<file path="src/hdl/csmc_pkg.sv">
package csmc_pkg;

  // Slice geometry: four 16-bit columns, each of four 4-bit nibbles.
  localparam int unsigned NIB_W    = 4;
  localparam int unsigned NUM_NIBS = 4;
  localparam int unsigned COL_W    = NIB_W * NUM_NIBS;
  localparam int unsigned NUM_COLS = 4;
  localparam int unsigned SLICE_W  = COL_W * NUM_COLS;
  localparam int unsigned FUNC_W   = 2;

  // Mixing mode codes.
  typedef enum logic [FUNC_W-1:0] {
    FUNC_FWD     = 2'd0,
    FUNC_INV     = 2'd1,
    FUNC_TRN     = 2'd2,
    FUNC_TRN_INV = 2'd3
  } func_t;

  typedef logic [NIB_W-1:0]   nib_t;
  typedef logic [COL_W-1:0]   col_t;
  typedef logic [SLICE_W-1:0] slice_t;

endpackage

</file>
<file path="src/hdl/csmc_if.sv">
// Input channel: mode and slice.
interface csmc_in_if;
  logic                     valid;
  logic                     ready;
  csmc_pkg::func_t          func;
  logic [csmc_pkg::SLICE_W-1:0] slice_in;

  modport source (output valid, output func, output slice_in, input ready);
  modport sink   (input valid, input func, input slice_in, output ready);
endinterface

// Result channel: mixed slice.
interface csmc_out_if;
  logic                     valid;
  logic                     ready;
  logic [csmc_pkg::SLICE_W-1:0] slice_out;

  modport source (output valid, output slice_out, input ready);
  modport sink   (input valid, input slice_out, output ready);
endinterface

</file>
<file path="src/hdl/csmc_column.sv">
module csmc_column (
  input  csmc_pkg::func_t func,
  input  csmc_pkg::col_t  col_in,
  output csmc_pkg::col_t  col_out
);

  // Multiplier alpha and its inverse, transpose and transposed inverse.
  function automatic csmc_pkg::nib_t alpha_f(input csmc_pkg::nib_t x);
    return {x[0] ^ x[1], x[3], x[2], x[1]};
  endfunction

  function automatic csmc_pkg::nib_t alpha_i(input csmc_pkg::nib_t x);
    return {x[2], x[1], x[0], x[0] ^ x[3]};
  endfunction

  function automatic csmc_pkg::nib_t alpha_t(input csmc_pkg::nib_t x);
    return {x[2], x[1], x[0] ^ x[3], x[3]};
  endfunction

  function automatic csmc_pkg::nib_t alpha_ti(input csmc_pkg::nib_t x);
    return {x[0], x[3], x[2], x[0] ^ x[1]};
  endfunction

  // Fixed XOR and alpha network for the selected mode.
  always_comb begin
    csmc_pkg::nib_t a;
    csmc_pkg::nib_t b;
    csmc_pkg::nib_t c;
    csmc_pkg::nib_t d;
    a = col_in[3:0];
    b = col_in[7:4];
    c = col_in[11:8];
    d = col_in[15:12];
    unique case (func)
      csmc_pkg::FUNC_FWD: begin
        a = a ^ b; c = c ^ d;
        b = alpha_f(b); d = alpha_f(d);
        b = b ^ c; d = d ^ a;
        a = alpha_f(alpha_f(a)); c = alpha_f(alpha_f(c));
        a = a ^ b; c = c ^ d; b = b ^ c; d = d ^ a;
      end
      csmc_pkg::FUNC_INV: begin
        d = d ^ a; b = b ^ c; c = c ^ d; a = a ^ b;
        c = alpha_i(alpha_i(c)); a = alpha_i(alpha_i(a));
        d = d ^ a; b = b ^ c;
        d = alpha_i(d); b = alpha_i(b);
        c = c ^ d; a = a ^ b;
      end
      csmc_pkg::FUNC_TRN: begin
        a = a ^ d; c = c ^ b; d = d ^ c;
        c = alpha_t(alpha_t(c));
        c = c ^ b; b = b ^ a; c = c ^ a;
        a = alpha_t(alpha_t(a));
        b = alpha_t(b);
        a = a ^ d;
        d = alpha_t(d);
        b = b ^ a; d = d ^ c;
      end
      csmc_pkg::FUNC_TRN_INV: begin
        d = d ^ c; b = b ^ a;
        d = alpha_ti(d);
        a = a ^ d;
        b = alpha_ti(b);
        a = alpha_ti(alpha_ti(a));
        c = c ^ a; b = b ^ a; c = c ^ b;
        c = alpha_ti(alpha_ti(c));
        d = d ^ c; c = c ^ b; a = a ^ d;
      end
      default: begin
        a = '0; b = '0; c = '0; d = '0;
      end
    endcase
    col_out = {d, c, b, a};
  end

endmodule

</file>
<file path="src/hdl/cipher_slice_mix_columns.sv">
// Channel  Direction  Payload                    Handshake
// in_ch    sink       func (2), slice_in (64)    valid / ready
// out_ch   source     slice_out (64)             valid / ready
//
// A slice passes through two register stages: the input register, then the result register.
// One slice is taken every cycle while the result side keeps up; the column
// network between the two registers sets the cycle time.
// Reset (rst_n, synchronous, active low) empties both register stages.
// A stall on out_ch holds the result; in_ch stays ready while the input stage
// is empty or can move forward.
module cipher_slice_mix_columns (
  input logic               clk,
  input logic               rst_n,
  csmc_in_if.sink           in_ch,
  csmc_out_if.source        out_ch
);

  logic                     in_vld_r;
  csmc_pkg::func_t          func_r;
  csmc_pkg::slice_t         slice_in_r;
  logic                     out_vld_r;
  csmc_pkg::slice_t         slice_out_r;
  csmc_pkg::slice_t         slice_mix;
  logic                     out_adv;
  logic                     in_adv;

  // Each stage moves forward when the stage after it is empty or drained.
  assign out_adv     = !out_vld_r || out_ch.ready;
  assign in_adv      = !in_vld_r || out_adv;
  assign in_ch.ready = in_adv;

  // Input register.
  always_ff @(posedge clk) begin
    if (!rst_n) begin
      in_vld_r <= 1'b0;
    end else if (in_adv) begin
      in_vld_r <= in_ch.valid;
    end
  end

  always_ff @(posedge clk) begin
    if (in_adv && in_ch.valid) begin
      func_r     <= in_ch.func;
      slice_in_r <= in_ch.slice_in;
    end
  end

  // One mixing network per column.
  for (genvar k = 0; k < csmc_pkg::NUM_COLS; k++) begin : g_col
    csmc_column u_col (
      .func    (func_r),
      .col_in  (slice_in_r[k*csmc_pkg::COL_W +: csmc_pkg::COL_W]),
      .col_out (slice_mix[k*csmc_pkg::COL_W +: csmc_pkg::COL_W])
    );
  end

  // Result register.
  always_ff @(posedge clk) begin
    if (!rst_n) begin
      out_vld_r <= 1'b0;
    end else if (out_adv) begin
      out_vld_r <= in_vld_r;
    end
  end

  always_ff @(posedge clk) begin
    if (out_adv && in_vld_r) begin
      slice_out_r <= slice_mix;
    end
  end

  assign out_ch.valid     = out_vld_r;
  assign out_ch.slice_out = slice_out_r;

`ifndef SYNTHESIS
  // A loaded input stage that can move must show a result next cycle.
  a_stage_moves: assert property (@(posedge clk) disable iff (!rst_n)
    (in_vld_r && out_adv) |=> out_ch.valid)
    else $error("input stage did not reach the result register");

  // An empty result register never blocks the input side.
  a_ready_when_empty: assert property (@(posedge clk) disable iff (!rst_n)
    !out_vld_r |-> in_ch.ready)
    else $error("input stalled while result register empty");

  // A transfer into an empty pipeline passes the input register and then shows on the result register.
  a_latency: assert property (@(posedge clk) disable iff (!rst_n)
    (in_ch.valid && in_ch.ready && !in_vld_r && !out_vld_r) |=> ##1 out_ch.valid)
    else $error("result missing two cycles after transfer");
`endif

endmodule

</file>
<file path="src/flat_wrapper.sv">
// flat-port wrapper written by rule: the top's interface ports become plain ports
module cipher_slice_mix_columns_flat 
  (clk, rst_n, in_ch_valid, in_ch_func, in_ch_slice_in, in_ch_ready, out_ch_valid, out_ch_slice_out, out_ch_ready);
  csmc_in_if in_ch_i ();
  csmc_out_if out_ch_i ();
  input logic clk;
  input logic rst_n;
  input wire logic [$bits(in_ch_i.valid)-1:0] in_ch_valid;
  input wire logic [$bits(in_ch_i.func)-1:0] in_ch_func;
  input wire logic [$bits(in_ch_i.slice_in)-1:0] in_ch_slice_in;
  output wire logic [$bits(in_ch_i.ready)-1:0] in_ch_ready;
  output wire logic [$bits(out_ch_i.valid)-1:0] out_ch_valid;
  output wire logic [$bits(out_ch_i.slice_out)-1:0] out_ch_slice_out;
  input wire logic [$bits(out_ch_i.ready)-1:0] out_ch_ready;
  assign in_ch_i.valid = in_ch_valid;
  assign in_ch_i.func = in_ch_func;
  assign in_ch_i.slice_in = in_ch_slice_in;
  assign in_ch_ready = in_ch_i.ready;
  assign out_ch_valid = out_ch_i.valid;
  assign out_ch_slice_out = out_ch_i.slice_out;
  assign out_ch_i.ready = out_ch_ready;
  cipher_slice_mix_columns u_core (.clk(clk), .rst_n(rst_n), .in_ch(in_ch_i), .out_ch(out_ch_i));
endmodule
</file>
<file path="config.mk">
export PLATFORM = sky130hd
export DESIGN_NAME = cipher_slice_mix_columns_flat
export DESIGN_NICKNAME = d
export VERILOG_FILES = /design/src/hdl/csmc_pkg.sv /design/src/hdl/csmc_if.sv /design/src/hdl/csmc_column.sv /design/src/hdl/cipher_slice_mix_columns.sv /design/src/flat_wrapper.sv
export SDC_FILE = /design/constraint.sdc
export NUM_CORES = 1
export LEC_CHECK = 0
export BUFFER_PORTS_ARGS = -buffer_cell sky130_fd_sc_hd__buf_2
export CORE_UTILIZATION = 60
export CTS_CLUSTER_SIZE = 30
export DETAILED_ROUTE_END_ITERATION = 7
export PLACE_DENSITY = 0.91
export SYNTH_ARGS = -nofsm -noshare
export SYNTH_HDL_FRONTEND = slang
export SYNTH_HIERARCHICAL = 1
export SYNTH_SLANG_ARGS = --single-unit
</file>
<file path="constraint.sdc">
create_clock -name clk -period 5.4 [get_ports clk]
set_input_delay 0.27 -clock clk [delete_from_list [all_inputs] [get_ports clk]]
set_output_delay 0.27 -clock clk [all_outputs]
set_load 0.03 [all_outputs]
</file>
# After elaboration in Yosys (flattened, before gate mapping)

Cells that the tools add are included.

Bits in registers: 132
Bits of input ports: 70
Output and inout port bits: 66
Logic and storage cells: 239

Eq/ne operators: 3
Muxes and demuxes: 16
Bitwise gates (word level): 208
Reductions and logical operators: 7

Operators with widths:

| operator             | number |
|---|---|
| $xor A4 B4 Y4        | 120 |
| $pmux W4 S4          | 16 |
| $xor A1 B1 Y1        | 88 |
| $eq A2 B2 Y1 const B | 2 |
| $eq A2 B1 Y1 const B | 1 |
| $logic_and A1 B1 Y1  | 2 |
| $logic_not A1 Y1     | 2 |
| $logic_not A2 Y1     | 1 |
| $logic_or A1 B1 Y1   | 2 |

# Longest topological paths before layout

Gate-level depths: netlist of run 1.

Word-level depth: 12
Mapped depth: 6
Mapped depth without buffers: 5

# Modules after synthesis

The synthesis of run 1 kept the hierarchy.

By module, submodules not included:

| module                   | times used | cells each | area an instance (µm²) | sequential area each (µm²) |
|---|---|---|---|---|
| csmc_column              | 4          | 221        | 2489.9                 | 0.0 |
| cipher_slice_mix_columns | 1          | 139        | 4007.6                 | 3943.8 |

# Least setup slack after synthesis of run 1

No wires, ideal clock.

Path kind: flip-flop to flip-flop
From: register u_core.out_vld_r (netlist: u_core/out_ch.valid)
To: register u_core.func_r[0] (enable)
Setup time: 0.512 ns
Arrival time: 3.841 ns
Required time: 4.888 ns
Path slack: 1.047 ns
Stages on the path, launching flop included: 3
Buffers on the path: 0
Period minus slack after synthesis: 4.353 ns
Cell sequence: dfxtp_1 nor2b_4 a21oi_1

Word-level cells in the longest chain between the ends: 4

RTL lines:

| element                  | RTL line                       | source |
|---|---|---|
| start: declaration       | cipher_slice_mix_columns.sv:21 | `logic out_vld_r;` |
| start signal: assignment | cipher_slice_mix_columns.sv:62 | `out_vld_r <= in_vld_r;` |
| $logic_not A1 Y1         | cipher_slice_mix_columns.sv:28 | `assign out_adv = !out_vld_r \|\| out_ch.ready;` |
| $logic_or A1 B1 Y1       | cipher_slice_mix_columns.sv:28 |  |
| $logic_or A1 B1 Y1       | cipher_slice_mix_columns.sv:29 | `assign in_adv = !in_vld_r \|\| out_adv;` |
| $logic_and A1 B1 Y1      | cipher_slice_mix_columns.sv:42 | `if (in_adv && in_ch.valid) begin` |
| end signal: assignment   | cipher_slice_mix_columns.sv:43 | `func_r <= in_ch.func;` |
| end: declaration         | cipher_slice_mix_columns.sv:19 | `csmc_pkg::func_t func_r;` |

Every way passes these cells.
A chain may end at the register's enable or synchronous reset.

# Worst setup path in the final report of run 1

From: register u_core.slice_in_r[28]
To: register u_core.slice_out_r[21] (netlist: u_core/out_ch.slice_out[21]) (data pin)

Word-level cells in the longest chain between the ends: 6
Elaborated cells between the ends (all ways): 12
Classes of those cells: mux: 1; bitwise: 11

RTL lines:

| element                        | RTL line                             | source |
|---|---|---|
| start: declaration             | cipher_slice_mix_columns.sv:20       | `csmc_pkg::slice_t slice_in_r;` |
| start signal: assignment       | cipher_slice_mix_columns.sv:44       | `slice_in_r <= in_ch.slice_in;` |
| $xor A4 B4 Y4                  | csmc_column.sv:43, csmc_column.sv:50 |  |
| $xor A4 B4 Y4                  | csmc_column.sv:43                    | `d = d ^ a; b = b ^ c; c = c ^ d; a = a ^ b;` |
| $xor A1 B1 Y1 (2 in series)    | csmc_column.sv:13                    | `return {x[2], x[1], x[0], x[0] ^ x[3]};` |
| $xor A4 B4 Y4                  | csmc_column.sv:45                    | `d = d ^ a; b = b ^ c;` |
| $pmux W4 S4 *                  | csmc_column.sv:34                    | `unique case (func)` |
| named net u_core.slice_mix[21] | cipher_slice_mix_columns.sv:23       | `csmc_pkg::slice_t slice_mix;` |
| end signal: assignment         | cipher_slice_mix_columns.sv:68       | `slice_out_r <= slice_mix;` |
| end: declaration               | cipher_slice_mix_columns.sv:22       | `csmc_pkg::slice_t slice_out_r;` |

Mark *: on every way through the listed nets, which the timed path passes. The rest lies on a longest branch.

==> flow_summary_export.csv, run 1 <==
group,metric,value,unit
die,die_h,155,µm
timing,tightest_slew,1.09,ns
clock_tree,clk_pin_slew,0.07,ns
timing,drv_slew,0,
power,combPwrFrac,52.4,%
worst_setup_path,cp_slowest_stage_delay,0.80,ns
routing,topRoutingLayerUsed,"met4",
synth,ys_async_sr_fraction,0,%
synth,synth.net_count,1093,
timing,hold_violations,0,
routing,wl_per_cell,22.8,µm
worst_setup_path,r2r-start,"u_core/slice_in_r[28]",
clock_tree,post_cts_buffers,0,
timing,finalCriticalPeriod,3.01,ns
routing,wl_met2,15900,µm
clock_tree,tritoncts,"done",
power,power_density,363,mW/mm²
worst_setup_path,crit_path_max_fanout,10,
worst_setup_path,crit_top_cell,"xnor3_2",
power,power.internal,3.49,mW
clock_tree,worstSkewPairLatency,0.43,ns
synth,synthMuxAreaShare,9.64,%
grt,grt_overflow,0,
synth,synthesis.area,0.0140,mm²
synth,synth_cell_types,32,
worst_setup_path,critical_path.cell_chain,"xnor3_2 -> xnor3_2 -> xnor2_2 -> inv_1 -> mux4_2",
worst_setup_path,path_class,"reg -> reg",
synth,synth-compound-area-share,1.50,%
routing,routed-wl-met3,2300,µm
grt,grt_pass1_vias,8443,
timing,slew_headroom,27.1,%
finish,fin_nets,1186,
placed_design,numPortBuffers,135,
die,dieArea,0.0239,mm²
power,p_total,5.55,mW
worst_setup_path,startpoint,"u_core/slice_in_r[28]",
power,clkPwrFrac,21.4,%
synth,synth_top_family_by_area,"XOR/XNOR gates",
finish,area_delta_synth_final,9.57,%
power,power_switching,2.06,mW
synth,yosysWarnings,6,
power,vdd_drop_max,215,µV
synth,avgSynthCellArea,13.7,µm²
timing,skew,0.0155,ns
clock_tree,clock_path_buffers,2,
routing,drtIter0Drc,561,
routing,wl_met1,13100,µm
routing,post-route-drc-count,0,
min_path,hp-start,"in_ch_slice_in[52]",
clock_tree,cts-root-buf,"clkbuf_16",
timing,holdWs,0.0150,ns
placed_design,gp_congestion,0.981,
synth,synth_edf_count,130,
routing,drtAntennaViolNets,0,
finish,layout-drive-gt1-share,25.1,%
routing,drt-total-wl,32200,µm
grt,grtUsageTotal,27.7,%
synth,ys_seq_area_share,28.2,%
power,leakage,6.23,nW
worst_setup_path,cp-end-kind,"flop",
finish,utilization,67.4,%
power,swShare,37.1,%
run,maxCapViolCount,0,
worst_setup_path,slowest_stage,"edfxtp_1",
synth,yosys.area_share.xor_xnor,55.7,%
grt,antenna_found_initial,0,
power,power_frac_seq,26.3,%
synth,synthCells,1023,
timing,max_freq,332,MHz
worst_setup_path,cp-start-kind,"flop",
worst_setup_path,required,5.56,ns
die,fp.dieW,155,µm
run_status,status,"complete, no violations",
synth,yosys.area_share.simple,1.15,%
timing,rsz0062_at_grt,"no",
min_path,hold_class,"in -> reg",
worst_setup_path,r2r_cells,5,
timing,setup_viol,0,
die,start_util,61.5,%
routing,firstDrtPassIters,5,
synth,ys.flop_type,"edfxtp_1",
grt,grt_max_degree,73,
clock_tree,htreeDepth,4,
clock_tree,clock_sinks,132,
timing,period_share,55.8,%
min_path,hold_depth,1,
synth,ys_seq_elements,132,
grt,grt_first_pass_wirelength,49000,µm
routing,viasPerCell,5.82,
worst_setup_path,worstPathArrival,3.18,ns
synth,synth_adder_area_share,0,%
clock_tree,cts_buffers,17,
timing,finalSetupTns,0,ns
finish,antenna_cells,0,
die,coreArea,0.0227,mm²
die,io_pins,136,
die,num_rows,55,
routing,vias,8226,
placed_design,dp_hpwl,22900,µm
==> cell type report <==
cell class,instances,area [µm²]
multi-input cells,802,9520
well taps,285,357
repair buffers,158,893
clock inverters,14,144
clock buffers,18,429
flip-flops and latches,132,3940
inverters,5,18.8
fillers,1605,7410
==> routing by layer <==
metal | up-vias | track usage (%)
met3 | 79 | 5.07
li1 | 3677 | -
met5 | - | 0
met1 | 4064 | 36.2
met2 | 406 | 45.9
met4 | 0 | 11.1
==> power groups by stage <==
| stage | registers [mW] | clock network [mW] | logic [mW] |
|---|---|---|---|
| after floorplan | 1.52 | 0 | 2.29 |
| after global placement | 1.47 | 0 | 2.81 |
| after detailed placement | 1.47 | 0 | 2.86 |
| after CTS | 1.46 | 1.19 | 2.90 |
| after global routing | 1.47 | 1.24 | 3.07 |
| final | 1.46 | 1.18 | 2.91 |
==> cell families after synthesis <==
group | after synthesis
xor+xnor | 664
flops | 132
buf+inv | 89
mux | 88
simple gates | 27
compound gates | 23
==> path summary, 6_finish.rpt <==
path                                 endpoint  slack (ns)
hold reg to reg               u_core/in_vld_r        0.54
hold / removal          u_core/slice_in_r[52]        0.01
setup / recovery  u_core/out_ch.slice_out[21]        2.39
setup reg to reg  u_core/out_ch.slice_out[21]        2.39
==> cells in the final DEF (no fill, tap or decap), types with 5 or more instances in the layout <==
cell type      synthesis  final
a211oi_1              12     12
nor2_1                12     12
xor3_1                24     24
buf_2                 48    135
edfxtp_1             130    130
xnor3_1               52     52
xor2_1               132    132
inv_6                  0      5
nor2b_1                9      8
inv_1                  5      5
xnor2_1              384    384
xnor3_4                8      8
buf_4                  8      5
clkbuf_16              0     17
dlygate4sd3_1          0     18
xnor3_2               24     24
xnor2_2               28     28
xnor2_4                8      8
mux2i_1               52     52
mux4_2                32     32
==> registers in the layout, indices dropped and copies added (netlist names) <==
register                 count
u_core/func_r                2
u_core/in_vld_r              1
u_core/out_ch.slice_out     64
u_core/out_ch.valid          1
u_core/slice_in_r           64
==> Yosys cell counts, types with 5 or more instances <==
cell type | n | area, µm²
xnor2_2 | 28 | 455
xor2_1 | 132 | 1160
buf_6 | 8 | 90.1
nor2b_1 | 9 | 56.3
inv_1 | 5 | 18.8
xnor3_1 | 52 | 1170
a211oi_1 | 12 | 90.1
mux4_2 | 32 | 721
buf_4 | 8 | 60.1
xnor3_2 | 24 | 571
mux2i_1 | 52 | 521
buf_2 | 48 | 240
xnor3_4 | 8 | 210
buf_1 | 8 | 30.0
xor3_1 | 24 | 571
nor2_1 | 12 | 45.0
xnor2_1 | 384 | 3360
clkbuf_1 | 8 | 30.0
edfxtp_1 | 130 | 3900
xnor2_4 | 8 | 220
==> critical path, delay by kind of cell, from the launching register on <==
kind / cells / cell delay [ns]
XOR/XNOR: 3 / 1.40
flip-flops: 1 / 0.80
multiplexers: 1 / 0.47
buffers and inverters: 1 / 0.08
==> timing repair <==
item                      4_1_cts  5_1_grt
hold endpoints to repair       14        4
gates resized for setup         0        0
hold buffers                   14        4
==> through the flow <==
| stage | setup WS (ns) | area [µm²] | cells |
|---|---|---|---|
| after floorplan | 1.05 | 14000 | 1023 |
| after global placement | 2.46 | 14600 | 1364 |
| after detailed placement | 2.46 | 14600 | 1364 |
| after CTS | 2.43 | 15300 | 1410 |
| after global routing | 2.34 | 15300 | 1414 |
| final | 2.39 | 15300 | 1414 |
Note: power is estimated with default switching activity, not from simulation.
==> inputs of run 2 (changes only) <==
==> constraint.sdc (replaced) <==
create_clock -name clk -period 3 [get_ports clk]
set_input_delay 0.15 -clock clk [delete_from_list [all_inputs] [get_ports clk]]
set_output_delay 0.15 -clock clk [all_outputs]
set_load 0.03 [all_outputs]
==> flow_summary_export.csv, run 2 (same netlist as run 1, synthesis figures left out) <==
group,metric,value,unit
worst_setup_path,slowest_stage,"edfxtp_1",
power,power_frac_seq,24.8,%
worst_setup_path,cp_slowest_stage_delay,0.73,ns
clock_tree,cts_hold_buf,68,
timing,setup_ws,0.228,ns
worst_setup_path,crit_buf_inv,0,
min_path,hold_class,"in -> reg",
power,power.internal,6.57,mW
power,power_switching,3.63,mW
timing,period_share,92.4,%
power,swShare,35.6,%
timing,slew_headroom,51.6,%
finish,antenna_cells,0,
worst_setup_path,r2r_slack,0.23,ns
routing,drt-total-wl,33300,µm
finish,layout.cells.non_filler,1524,
power,clkPwrFrac,21.6,%
min_path,hold_path_end,"u_core/in_vld_r",
die,io_pins,136,
worst_setup_path,r2r_cells,5,
power,vdd_drop_max,365,µV
timing,skew,0.0112,ns
clock_tree,cts_buffers,17,
routing,post-route-drc-count,0,
placed_design,place_area,0.0151,mm²
worst_setup_path,startpoint,"u_core/slice_in_r[4]",
min_path,hp-start,"out_ch_ready",
routing,vias,8558,
worst_setup_path,worstReg2RegEnd,"u_core/out_ch.slice_out[12]",
grt,grtUsageTotal,28.9,%
die,fp.dieW,155,µm
placed_design,pre_cts_ws,0.234,ns
power,leakage,6.77,nW
grt,grt_max_degree,73,
finish,area_delta_synth_final,17.0,%
routing,viasPerCell,5.62,
die,die_h,155,µm
timing,finalSetupTns,0,ns
grt,grt_overflow,0,
placed_design,gp_congestion,0.971,
routing,wl_per_cell,21.9,µm
clock_tree,htreeDepth,4,
worst_setup_path,required,3.16,ns
clock_tree,clk_pin_slew,0.06,ns
timing,drv_slew,0,
finish,final_cell_mix,"384 x xnor2_1, 135 x buf_2, 132 x xor2_1, 130 x edfxtp_1, 68 x dlygate4sd3_1",
clock_tree,tritoncts,"done",
grt,grt_pass1_vias,8917,
finish,postLayoutCellArea,0.0163,mm²
power,combPwrFrac,53.6,%
finish,layout-drive-gt1-share,27.8,%
die,coreArea,0.0227,mm²
finish,layout_commonest_cell,"xnor2_1",
timing,rsz0062_at_grt,"no",
worst_setup_path,r2r-start,"u_core/slice_in_r[4]",
timing,max_freq,361,MHz
run_status,status,"complete, no violations",
grt,antenna_found_initial,0,
clock_tree,ctsResizeCount,0,
worst_setup_path,cp-start-kind,"flop",
worst_setup_path,path_class,"reg -> reg",
run,maxCapViolCount,0,
placed_design,numPortBuffers,135,
worst_setup_path,crit_path_max_fanout,9,
die,dieArea,0.0239,mm²
worst_setup_path,path_delay_family,"XOR/XNOR gates",
worst_setup_path,cp-end-kind,"flop",
finish,fin_nets,1297,
timing,hold_violations,0,
clock_tree,cts-root-buf,"clkbuf_16",
min_path,hold_depth,3,
worst_setup_path,worstPathArrival,2.93,ns
clock_tree,post_cts_buffers,0,
placed_design,place_inst,1425,
routing,drtIter0Drc,634,
power,power_density,624,mW/mm²
die,num_rows,55,
timing,setup_viol,0,
worst_setup_path,critical_path.cell_chain,"xor2_2 -> xnor3_1 -> xnor2_2 -> xnor2_1 -> mux4_2",
clock_tree,clock_sinks,132,
die,start_util,61.5,%
clock_tree,clock_path_buffers,2,
timing,finalCriticalPeriod,2.77,ns
routing,firstDrtPassIters,5,
clock_tree,worstSkewPairLatency,0.42,ns
grt,grt_first_pass_wirelength,51200,µm
routing,drtAntennaViolNets,0,
timing,tightest_slew,0.720,ns
placed_design,dp_hpwl,23300,µm
-- run 2: changes by cell type in the layout (fill, tap and decap cells not counted), sizes merged --
cell / change
clkinvlp: -1
clkbuf: -1
buf: +61
bufinv: +2
inv: -2
dlygate4sd3: +50
clkinv: +1
-- run 2: worst max path at each step --
stage,slack (ns),cells after the start,endpoint
floorplan,0.13,2,u_core/func_r[0]
global placement,0.33,5,u_core/out_ch.slice_out[27]
detailed placement,0.23,5,u_core/out_ch.slice_out[28]
CTS,0.23,5,u_core/out_ch.slice_out[28]
global route,0.17,5,u_core/out_ch.slice_out[11]
finish,0.23,5,u_core/out_ch.slice_out[12]
-- run 2: worst reg2reg max path: cells and delay by family (launching register included) --
family / cells / cell delay, ns
flip-flops: 1 / 0.73
multiplexers: 1 / 0.48
XOR/XNOR: 4 / 1.31
-- run 2: per-layer routing --
metal  vias up  global-route usage [%]  wire length, µm
met1      4201                    36.6            13300
met5         -                       0                0
li1       3878                       -                -
met2       411                    49.3            16800
met3        68                    4.85             2290
met4         0                    11.9              979
-- run 2: power by group through the flow --
stage | registers, mW | clock network [mW] | logic [mW]
floorplan | 2.73 | 0 | 4.13
global placement | 2.56 | 0 | 5.20
detailed placement | 2.56 | 0 | 5.31
CTS | 2.53 | 2.24 | 5.43
global route | 2.55 | 2.29 | 5.78
finish | 2.53 | 2.20 | 5.47
-- run 2: through the flow --
| step | total power, mW | hold WS [ns] | util, % |
|---|---|---|---|
| floorplan | 6.86 | 0.249 | - |
| global placement | 7.76 | 0.326 | 66.3 |
| detailed placement | 7.88 | 0.328 | 66.3 |
| CTS | 10.2 | 0.0512 | 72.0 |
| global route | 10.6 | 0.0704 | 72.0 |
| finish | 10.2 | 0.0750 | 72.0 |
-- run 2: cell type report --
cell class              instances  area [µm²]
clock buffers                  17         425
inverters                       5        18.8
well taps                     285         357
fillers                      1474        6370
multi-input cells             802        9520
repair buffers                269        1900
clock inverters                14         175
flip-flops and latches        132        3940
==> inputs of run 3 (changes only) <==
--- a/config.mk
+++ b/config.mk
@@ -6,10 +6,10 @@
 export NUM_CORES = 1
 export LEC_CHECK = 0
 export BUFFER_PORTS_ARGS = -buffer_cell sky130_fd_sc_hd__buf_2
-export CORE_UTILIZATION = 60
+export CORE_UTILIZATION = 57
 export CTS_CLUSTER_SIZE = 30
 export DETAILED_ROUTE_END_ITERATION = 7
-export PLACE_DENSITY = 0.91
+export PLACE_DENSITY = 0.87
 export SYNTH_ARGS = -nofsm -noshare
 export SYNTH_HDL_FRONTEND = slang
 export SYNTH_HIERARCHICAL = 1
==> constraint.sdc (replaced) <==
create_clock -name clk -period 3 [get_ports clk]
set_input_delay 0.6 -clock clk [delete_from_list [all_inputs] [get_ports clk]]
set_output_delay 0.6 -clock clk [all_outputs]
set_load 0.03 [all_outputs]
==> flow_summary_export.csv, run 3 (same netlist as run 1, synthesis figures left out) <==
group,metric,value,unit
run_status,status,"complete, no violations",
finish,antenna_cells,0,
power,power_switching,3.63,mW
routing,drt-total-wl,32000,µm
timing,finalSetupTns,0,ns
routing,wl_per_cell,21.4,µm
clock_tree,worstSkewPairLatency,0.42,ns
worst_setup_path,worstPathArrival,2.90,ns
placed_design,numPortBuffers,135,
worst_setup_path,cp_slowest_stage_delay,0.75,ns
die,num_rows,56,
finish,area_delta_synth_final,12.6,%
routing,post-route-drc-count,0,
finish,utilization,66.2,%
placed_design,dp_hpwl,23800,µm
routing,drtAntennaViolNets,0,
power,power.internal,6.55,mW
finish,postLayoutCellArea,0.0157,mm²
finish,fillers,1726,
placed_design,place_area,0.0151,mm²
clock_tree,htreeDepth,4,
die,io_pins,136,
grt,grt_first_pass_wirelength,49700,µm
clock_tree,post_cts_buffers,0,
clock_tree,cts-root-buf,"clkbuf_16",
power,combPwrFrac,52.8,%
timing,slew_headroom,56.9,%
grt,grtUsageTotal,27.2,%
clock_tree,tritoncts,"done",
grt,antenna_found_initial,0,
placed_design,gp_congestion,0.959,
timing,skew,0.0108,ns
routing,viasPerCell,5.52,
worst_setup_path,critical_path.cell_chain,"xor2_2 -> xnor3_1 -> xnor2_2 -> xnor2_1 -> mux4_2",
routing,firstDrtPassIters,5,
clock_tree,cts_hold_buf,0,
run,maxCapViolCount,0,
finish,layout_commonest_cell,"xnor2_1",
die,fp.dieW,159,µm
clock_tree,ctsResizeCount,0,
power,leakage,6.49,nW
clock_tree,clock_sinks,132,
die,die_h,159,µm
timing,hold_violations,0,
finish,layout-drive-gt1-share,29.5,%
power,swShare,35.6,%
finish,regArea,0.00394,mm²
timing,tightest_slew,0.646,ns
timing,drv_slew,0,
die,start_util,58.8,%
worst_setup_path,required,3.16,ns
worst_setup_path,r2r_slack,0.26,ns
grt,grt_pass1_vias,8743,
power,vdd_drop_max,316,µV
power,clkPwrFrac,22.2,%
worst_setup_path,cp-start-kind,"flop",
timing,period_share,91.2,%
routing,drtIter0Drc,595,
routing,vias,8248,
timing,max_freq,365,MHz
finish,fin_nets,1231,
power,power_frac_seq,25.0,%
timing,setup_viol,0,
clock_tree,cts_buffers,17,
grt,grt_overflow,0,
finish,multi_input_area,0.00952,mm²
min_path,hold_class,"in -> reg",
timing,rsz0062_at_grt,"no",
grt,grt_max_degree,73,
finish,final_cell_mix,"384 x xnor2_1, 135 x buf_2, 132 x xor2_1, 130 x edfxtp_1, 64 x buf_4",
worst_setup_path,path_class,"reg -> reg",
die,coreArea,0.0238,mm²
worst_setup_path,slowest_stage,"edfxtp_1",
worst_setup_path,crit_path_max_fanout,9,
power,power_density,647,mW/mm²
clock_tree,clk_pin_slew,0.07,ns
clock_tree,clock_path_buffers,2,
worst_setup_path,cp-end-kind,"flop",
timing,finalCriticalPeriod,2.74,ns
die,dieArea,0.0251,mm²
[run 3: cell types whose count changed in the layout (fill, tap and decap cells not counted), sizes merged]
cell	delta
dlygate4sd3	-68
clkbuf	+2
clkinv	-2
clkinvlp	+1
buf	+2
[run 3: power groups by stage]
stage | Combinational [mW] | Clock [mW] | Sequential, mW
finish | 5.37 | 2.26 | 2.54
detailed placement | 5.34 | 0 | 2.57
global route | 5.73 | 2.37 | 2.56
floorplan | 4.13 | 0 | 2.73
CTS | 5.38 | 2.30 | 2.54
global placement | 5.24 | 0 | 2.57
[run 3: stage by stage]
step | worst slack (ns) | hold slack, ns | cells | power (mW)
2_1_floorplan | 0.113 | 0.550 | 1023 | 6.86
3_3_place_gp | 0.334 | 0.514 | 1461 | 7.81
3_5_place_dp | 0.263 | 0.543 | 1461 | 7.92
4_1_cts | 0.258 | 0.327 | 1493 | 10.2
5_1_grt | 0.161 | 0.326 | 1493 | 10.7
6_report | 0.264 | 0.346 | 1493 | 10.2
[run 3: cell type report]
class	instances	share of cell area [%]
Clock buffer	19	2.82
Tap cell	319	2.54
Inverter	5	0.119
Multi-Input combinational cell	802	60.5
Clock inverter	13	1.10
Timing Repair Buffer	203	7.86
Sequential cell	132	25.1
[run 3: final timing paths]
path	start	end	cells past startpoint
worst max-delay path	u_core/slice_in_r[36]	u_core/out_ch.slice_out[43]	5
worst min-delay path	in_ch_slice_in[29]	u_core/slice_in_r[29]	1
worst max register to register	u_core/slice_in_r[36]	u_core/out_ch.slice_out[43]	5
worst min register to register	u_core/out_ch.valid	u_core/in_vld_r	2
[run 3: metal layers]
metal / vias to the layer above / share of wire [%] / global-route usage, % / routed length (µm)
met3: 66 / 6.4 / 4.95 / 2050
met5: - / 0 / 0 / 0
met2: 343 / 50 / 46.3 / 16000
met1: 4084 / 41 / 34.5 / 13100
li1: 3755 / - / - / -
met4: 0 / 2.6 / 9.94 / 835
[run 3: worst max-delay path: cells and delay by family, from the launching register on]
| family | cells | cell delay, ns |
|---|---|---|
| multiplexers | 1 | 0.47 |
| XOR/XNOR | 4 | 1.26 |
| flip-flops | 1 | 0.75 |
